## src/hw/rtl/tdpt_pkg.sv

```systemverilog
// Shared command and status types for the trial-division prime tester.
package tdpt_pkg;

    // Commands from the controller to the datapath.
    typedef struct packed {
        logic load;       // capture the candidate, set divisor to three
        logic div_start;  // begin a remainder calculation
        logic div_step;   // one restoring-division step
        logic next_div;   // advance to the next odd divisor
    } t_dp_cmd;

    // Status from the datapath to the controller.
    typedef struct packed {
        logic lt2;        // candidate below two
        logic lt4;        // candidate below four
        logic even;       // candidate is even
        logic sq_gt_n;    // square of divisor exceeds candidate
        logic div_last;   // final division step is being taken
        logic rem_zero;   // remainder is zero
    } t_dp_sts;

endpackage

```

## src/hw/rtl/tdpt_ctrl.sv

```systemverilog
// Controller: sequences the divisor trials and holds the output register.
module tdpt_ctrl
    import tdpt_pkg::*;
(
    input  logic    i_clk,
    input  logic    i_rst_n,
    input  logic    i_num_valid,
    output logic    o_num_ready,
    output logic    o_res_valid,
    input  logic    i_res_ready,
    output logic    o_res_bit,
    output t_dp_cmd o_cmd,
    input  t_dp_sts i_sts
);

    typedef enum logic [2:0] {
        S_IDLE,
        S_CLASSIFY,
        S_CHECK,
        S_DIV,
        S_EVAL,
        S_FINISH
    } t_state;

    t_state r_state;
    logic   r_result;
    logic   r_out_valid;
    logic   r_out_bit;
    logic   slot_free;

    assign o_num_ready = r_state == S_IDLE;
    assign o_res_valid = r_out_valid;
    assign o_res_bit   = r_out_bit;
    assign slot_free   = ~r_out_valid | i_res_ready;

    always_comb begin
        o_cmd           = '0;
        o_cmd.load      = (r_state == S_IDLE) && i_num_valid;
        o_cmd.div_start = (r_state == S_CHECK) && !i_sts.sq_gt_n;
        o_cmd.div_step  = r_state == S_DIV;
        o_cmd.next_div  = (r_state == S_EVAL) && !i_sts.rem_zero;
    end

    always_ff @(posedge i_clk) begin
        if (!i_rst_n) begin
            r_state     <= S_IDLE;
            r_out_valid <= 1'b0;
        end else begin
            // In the finish state the output register is handled below.
            if (r_out_valid && i_res_ready && r_state != S_FINISH) begin
                r_out_valid <= 1'b0;
            end

            unique case (r_state)
                S_IDLE: begin
                    if (i_num_valid) begin
                        r_state <= S_CLASSIFY;
                    end
                end
                S_CLASSIFY: begin
                    priority if (i_sts.lt2) begin
                        r_result <= 1'b0;
                        r_state  <= S_FINISH;
                    end else if (i_sts.lt4) begin
                        r_result <= 1'b1;
                        r_state  <= S_FINISH;
                    end else if (i_sts.even) begin
                        r_result <= 1'b0;
                        r_state  <= S_FINISH;
                    end else begin
                        r_state <= S_CHECK;
                    end
                end
                S_CHECK: begin
                    // No divisor up to the square root was found.
                    if (i_sts.sq_gt_n) begin
                        r_result <= 1'b1;
                        r_state  <= S_FINISH;
                    end else begin
                        r_state <= S_DIV;
                    end
                end
                S_DIV: begin
                    if (i_sts.div_last) begin
                        r_state <= S_EVAL;
                    end
                end
                S_EVAL: begin
                    if (i_sts.rem_zero) begin
                        r_result <= 1'b0;
                        r_state  <= S_FINISH;
                    end else begin
                        r_state <= S_CHECK;
                    end
                end
                S_FINISH: begin
                    if (slot_free) begin
                        r_out_valid <= 1'b1;
                        r_out_bit   <= r_result;
                        r_state     <= S_IDLE;
                    end
                end
                default: begin
                    r_state <= S_IDLE;
                end
            endcase
        end
    end

endmodule

```

## config.mk

```make
export PLATFORM = sky130hd
export DESIGN_NAME = tdpt_ctrl
export DESIGN_NICKNAME = d
export VERILOG_FILES = /design/src/hw/rtl/tdpt_pkg.sv /design/src/hw/rtl/tdpt_ctrl.sv
export SDC_FILE = /design/constraint.sdc
export NUM_CORES = 1
export LEC_CHECK = 0
export ABC_AREA = 0
export BUFFER_PORTS_ARGS = -buffer_cell sky130_fd_sc_hd__buf_2
export CORE_AREA = 2 2 39 41
export DETAILED_ROUTE_END_ITERATION = 7
export DIE_AREA = 0 0 41 43
export PLACE_DENSITY = 0.57
export SLEW_MARGIN = 40
export SYNTH_ARGS = -nofsm -noshare
export SYNTH_HDL_FRONTEND = slang
export SYNTH_SLANG_ARGS = --single-unit
```

## constraint.sdc

```tcl
create_clock -name i_clk -period 1.7 [get_ports i_clk]
set_clock_uncertainty 0.05 [all_clocks]
set_input_delay 0.17 -clock i_clk [delete_from_list [all_inputs] [get_ports i_clk]]
set_output_delay 0.17 -clock i_clk [all_outputs]
set_load 0.1 [all_outputs]
```

* Word-level counts from Yosys, hierarchy flattened
Cells that the tools add are included.
** Cells by class
- Eq/ne operators :: 12
- Muxes and demuxes :: 18
- Bitwise gates (word level) :: 2
- Reductions and logical operators :: 12
** Operators with widths (number)
- 2-to-1 mux 3 bit :: 8
- one-hot mux 3 bit (6 select lines) :: 1
- 2-to-1 mux 1 bit :: 8
- != test 2 bit (second input constant) :: 4
- == test 3 x 2 -> 1 bit (second input constant) :: 2
- == test 3 bit (second input constant) :: 2
- AND reduction 3 bit :: 2
- logical AND 1 bit :: 5
- AND reduction 5 bit :: 1
- != test 4 bit (second input constant) :: 1
- == test 3 x 1 -> 1 bit (second input constant) :: 1
- logical NOT 3 bit :: 1
- != test 3 bit (second input constant) :: 1
- one-hot mux 1 bit (3 select lines) :: 1
- nonzero test 3 bit :: 1
- logical NOT 1 bit :: 2
- != test 2 x 1 -> 1 bit (second input constant) :: 1
- NOT 1 bit :: 1
- OR 1 bit :: 1
** Word-level totals
- Flip-flop bits (word level) :: 6
- Input port bits :: 10
- Output and inout bits :: 7
- Word-level logic and storage cells :: 48

* Longest topological paths before layout
Gate-level depths: netlist (run 1).
- Depth in word-level cells :: 5
- Depth in mapped cells :: 5

* Worst setup path before layout (run 1)
OpenSTA, ideal clock, no wires.
- Kind :: reg-to-output
- Start :: reg r_state[0]
- End :: out o_cmd[3] (netlist bit)
- Data arrival time :: 3.509 ns
- Required time :: 1.480 ns
- Path slack :: -2.029 ns
- Stages on the path, launching flop included :: 4
- Path buffers :: 1
- Cell sequence :: dfxtp_1 buf_2 nor3_1 and2_1
** RTL lines
- start: declaration :: line tdpt_ctrl.sv:25 : t_state r_state;
- start signal: assignment :: line tdpt_ctrl.sv:46 : r_state <= S_IDLE;
- start signal: assignment :: line tdpt_ctrl.sv:57 : r_state <= S_CLASSIFY;
- start signal: assignment :: line tdpt_ctrl.sv:63 : r_state <= S_FINISH;
- end: declaration :: line tdpt_ctrl.sv:12 : output t_dp_cmd o_cmd,

==> impl_metrics.tcl, run 1 <==
set metrics [dict create \
    cts_sinks 6 \
    fmax_mhz 609 \
    hpwl_um 952 \
    combPwrFrac_pct 59.8 \
    numCtsBuffers 3 \
    dp_slack_ns 0.111 \
    ant_nets 0 \
    syn_area_per_cell_um2 8.46 \
    synth_edf_count 2 \
    synth_ff_type "dfxtp_1" \
    die_h_um 43 \
    synthArstFlopShare_pct 0 \
    hold_ws_ns 0.170 \
    dp_cells 87 \
    cp.required_ns 1.48 \
    die_area_um2 1760 \
    grt_pass1_wl_um 1880 \
    drc 0 \
    via_per_inst 5.10 \
    ys_ff_latch 6 \
    drt_iter0_markers 17 \
    synthMuxAreaShare_pct 0 \
    synth_area_um2 432 \
    layout.cells.non_filler 91 \
    finalCritPeriodShare_pct 96.5 \
    final_nets 86 \
    grt_max_degree 9 \
    hp-class "primary input to flop" \
    gr-total-overflow 0 \
    r2r-end "r_result" \
    vias 464 \
    p_clk_share_pct 16.6 \
    drt_wl_total_um 1150 \
    drive_above_1_share_pct 49.3 \
    cp_max_fo 8 \
    final_max_slew_viol_count 0 \
    grt_usage_pct 15.9 \
    die_w_um 41 \
    path_class "flop to output port" \
    reg2regPathDepth 4 \
    crit_arrival_ns 1.42 \
    place_congestion 0.918 \
    yosysWarnings 0 \
    dr.pass1.iters 4 \
    r2r_start "r_state[1]" \
    syn-num-nets 61 \
    synth_compound_area_share_pct 20.6 \
    synth_top_family_by_area "simple AND/OR/NAND/NOR gates" \
    cts_setup_buffers 0 \
    internal_power_uw 464 \
    relSlewSlack_pct 68.0 \
    hold_buffers 0 \
    final_util_pct 50.2 \
    fin_ws_ns 0.0590 \
    layout_common_cells "buf_2, buf_4, nand2_1, buf_12" \
    io_buffer_count 16 \
    diodes 0 \
    cp-start-kind "flop" \
    fin_crit_ns 1.64 \
    mostFrequentLayoutCell "buf_2" \
    hold_viol_final 0 \
    sw_frac_of_total_pct 45.9 \
    grt_setup_unrepaired "no" \
    rows 14 \
    seqPwrFrac_pct 23.6 \
    synthAdderAreaFrac_pct 0 \
    synth-simple-area-share_pct 39.7 \
    p_per_area_nw_per_um2 1230 \
    synthToLayoutAreaGrowth_pct 60.9 \
    status "finished, final reports clean" \
    critPathLaunch "r_state[0]" \
    clk_pin_slew_ns 0.04 \
    start_util_pct 31.2 \
    antenna_found_initial 0 \
    h-tree-depth 1 \
    grt_pass1_vias 438 \
    worst_ir_drop_vdd_v 0.000806 \
    total_leakage_power_nw 0.293 \
    tightestPinTransition_ns 0.483 \
    cts_tree "built" \
    endpoint_kind "output port" \
    maxCapViolations 0 \
    ys_seq_area_share_pct 32.5 \
    p_switching_uw 393 \
    wl_per_cell_um 12.6 \
    synth-xor-area-share_pct 0 \
    core-area_um2 1380 \
    num_io_pins 17 \
    cts_max_path_buffers 2 \
    crit_path_end "o_cmd[3]" \
    setup_violations 0 \
    synth_cell_types 28 \
    netlist_instances 51 \
    clk_latency_ns 0.24 \
    clockRootBuffer "clkbuf_4" \
    r2r_setup_slack_ns 0.15 \
    fin_setup_tns_ns 0 \
]
==> Yosys cell counts, types with 2 or more instances <==
cell type | number | share of area (%)
nor2b_1 | 3 | 4.3
a21oi_1 | 3 | 3.5
edfxtp_1 | 2 | 14
buf_6 | 2 | 5.2
dfxtp_1 | 4 | 19
nor2_1 | 5 | 4.3
nor3_1 | 6 | 7.0
nand2_1 | 6 | 5.2
==> through the flow <==
stage	total power [mW]	cell area [um2]
final	0.857	694
after floorplan	0.549	464
after global placement	0.712	664
after global routing	0.900	694
after CTS	0.860	692
after detailed placement	0.716	664
==> power by group through the flow <==
stage	registers (mW)	clock network [mW]	logic (mW)
after floorplan	0.201	0	0.348
after global placement	0.203	0	0.509
after detailed placement	0.205	0	0.511
after CTS	0.202	0.146	0.512
after global routing	0.205	0.154	0.541
final	0.202	0.143	0.512
==> critical path: stages, from the launching register on <==
cell,delay [ns]
dfxtp_1,0.51
buf_4,0.24
nor3_4,0.05
and2_2,0.20
buf_12,0.16
==> worst min-delay path by stage <==
stage / startpoint / end / slack [ns] / depth (start not counted)
CTS: i_rst_n / r_state[1] / 0.17 / 2
global placement: r_result / o_res_bit / 0.37 / 0
detailed placement: r_result / o_res_bit / 0.37 / 0
finish: i_rst_n / r_state[1] / 0.17 / 2
global route: i_rst_n / r_state[1] / 0.17 / 2
floorplan: i_rst_n / r_state[1] / 0.24 / 1
==> cell families (layout without fill, tap and decap cells) <==
| logic type | after synthesis | after routing |
|---|---|---|
| AOI/OAI and AO/OA | 11 | 11 |
| buffers and inverters | 4 | 28 |
| DFF | 6 | 6 |
| and+or+nand+nor | 30 | 30 |
==> final cells by class <==
class / instances / area [um2]
fillers: 135 / 689
multi-input cells: 41 / 295
repair buffers: 23 / 208
flip-flops and latches: 6 / 141
clock buffers: 4 / 26.3
well taps: 16 / 20.0
inverters: 1 / 3.75
==> metal layers <==
metal	track usage (%)	vias up	part of all wire, %
met3	4.71	2	7.1
met2	23.8	18	51
met5	0	-	0
met4	8.00	0	1.2
met1	19.9	212	40
li1	-	232	-
==> sequential cells by signal (all words and copies together), names as in the netlist <==
register and flops:
o_res_bit 1, o_res_valid 1, r_result 1, r_state 3
==> timing repair <==
action,4_1_cts,5_1_grt
hold endpoints to repair,0,0
cloned,0,0
setup endpoints to repair,1,1
resized for setup,1,1
Power figures use the tool's default switching activity.
==> inputs of run 2 (changes only) <==
--- a/config.mk
+++ b/config.mk
@@ -6,7 +6,7 @@
 export NUM_CORES = 1
 export LEC_CHECK = 0
 export ABC_AREA = 0
-export BUFFER_PORTS_ARGS = -buffer_cell sky130_fd_sc_hd__buf_2
+export BUFFER_PORTS_ARGS = -buffer_cell sky130_fd_sc_hd__buf_4
 export CORE_AREA = 2 2 39 41
 export DETAILED_ROUTE_END_ITERATION = 7
 export DIE_AREA = 0 0 41 43
==> run 2 against run 1 <==
  * Worst hold slack worse by 0.022 ns
  * First-iteration DRC count is 59% lower
  * Global-route usage down 1.1 points
  * Non-clock buffer count down 3
  * Total power shrank 6.7%
  * Clock-buffer cell count did not move
  * Utilization decreased by 3.1 points
  * Sequential share of layout area is 1.3 points higher
  * Maximum frequency is 0.25% higher
==> impl_metrics.tcl, run 2 (synthesis results as in run 1) <==
set metrics [dict create \
    wl_per_cell_um 12.1 \
    final_nets 83 \
    endpoint_kind "output port" \
    final_util_pct 47.1 \
    antenna_found_initial 0 \
    crit_top_cell "buf_4" \
    grt_usage_pct 14.8 \
    die_h_um 43 \
    core-area_um2 1380 \
    grt_setup_unrepaired "no" \
    r2r_setup_slack_ns 0.16 \
    total_leakage_power_nw 0.270 \
    status "finished, final reports clean" \
    vias 466 \
    rows 14 \
    cts_sinks 6 \
    start_util_pct 31.2 \
    cts_tree "built" \
    diodes 0 \
    drt_iter0_markers 7 \
    cp.required_ns 1.48 \
    final_max_slew_viol_count 0 \
    grt_max_degree 9 \
    fmax_mhz 611 \
    drive_above_1_share_pct 48.6 \
    path_class "flop to output port" \
    cp_cell_sequence "buf_4 > nor3_4 > and2_2 > buf_4" \
    die_area_um2 1760 \
    hp-class "primary input to flop" \
    setup_violations 0 \
    hpwl_um 827 \
    ant_nets 0 \
    gr-total-overflow 0 \
    die_w_um 41 \
    top_register "r_state" \
    layout_common_cells "buf_4, nand2_1, nor2_1" \
    dr.pass1.iters 4 \
    cp-start-kind "flop" \
    tightestPinTransition_ns 0.434 \
    largest_reg_flops 3 \
    clk_latency_ns 0.25 \
    io_buffer_count 16 \
    cts_setup_buffers 0 \
    r2r-end "r_result" \
    drc 0 \
    n_fill_cell 142 \
    finalCritPeriodShare_pct 96.3 \
    p_per_area_nw_per_um2 1230 \
    hold_ws_ns 0.148 \
    maxCapViolations 0 \
    drt_wl_total_um 1070 \
    regArea_um2 141 \
    min_from "i_rst_n" \
    grt_pass1_vias 403 \
    hold_viol_final 0 \
    hold_depth 2 \
    multiInputGateArea_um2 298 \
    worst_ir_drop_vdd_v 0.000566 \
    fin_crit_ns 1.64 \
    hold_buffers 0 \
    relSlewSlack_pct 70.9 \
    total_power_uw 799 \
    reg2regPathDepth 4 \
    cts_max_path_buffers 2 \
    place_congestion 0.830 \
    crit_arrival_ns 1.42 \
    dp_cells 84 \
    numCtsBuffers 3 \
    clockRootBuffer "clkbuf_4" \
    critPathLaunch "r_state[0]" \
    cpPeakStageDelay_ns 0.50 \
    mostFrequentLayoutCell "buf_4" \
    cp_max_fo 8 \
    hold_path_end "r_state[0]" \
    r2r_start "r_state[2]" \
    via_per_inst 5.30 \
    synthToLayoutAreaGrowth_pct 51.0 \
    layout.cells.non_filler 88 \
    cp_slowest_cell "dfxtp_1" \
    num_io_pins 17 \
    grt_pass1_wl_um 1750 \
    clk_pin_slew_ns 0.05 \
    h-tree-depth 1 \
]
-- run 2: what timing repair did --
| item | in CTS | in global routing |
|---|---|---|
| resized for setup | 1 | 4 |
| setup endpoints to repair | 1 | 2 |
| pin swaps | 0 | 0 |
-- run 2: worst max-delay path by stage --
stage | to | slack [ns] | cells past startpoint
after CTS | o_cmd[2] | 0.04 | 3
final | o_cmd[3] | 0.06 | 4
after detailed placement | r_result | 0.14 | 4
after floorplan | o_cmd[3] | -0.43 | 3
after global routing | o_cmd[3] | 0.01 | 4
after global placement | r_result | 0.16 | 4
-- run 2: metrics by stage --
step | worst slack (ns) | area [um2] | TNS (ns)
3_5_place_dp | 0.136 | 607 | 0
4_1_cts | 0.0423 | 637 | 0
5_1_grt | 0.0144 | 652 | 0
3_3_place_gp | 0.159 | 607 | 0
6_report | 0.0631 | 652 | 0
2_1_floorplan | -0.427 | 464 | -0.954
-- run 2: power by group --
part / switching (mW) / internal [mW] / leakage [nW] / total [mW]
sequential: 0.0280 / 0.173 / 0.0516 / 0.201
clock: 0.0554 / 0.0892 / 0.0150 / 0.145
combinational: 0.300 / 0.153 / 0.203 / 0.454
total: 0.384 / 0.415 / 0.270 / 0.799
-- run 2: area by class of cell --
type,count,area share [%]
inverter,1,0.576
sequential,6,21.7
timing repair buffer,20,25.0
clock buffer,4,4.03
tap,16,3.07
multi-input combinational,41,45.7
-- run 2: worst max-delay path, delay by kind of cell, from the launching register on --
family	cells	cell delay [ns]
buf+inv	2	0.46
simple gates	2	0.22
flops	1	0.50
-- run 2: metal layers --
layer	up-vias	global-route usage [%]	part of all wire, %
met5	-	0	0
met3	6	4.71	6.0
li1	228	-	-
met1	216	20.2	42
met4	0	7.33	2.8
met2	16	20.3	49
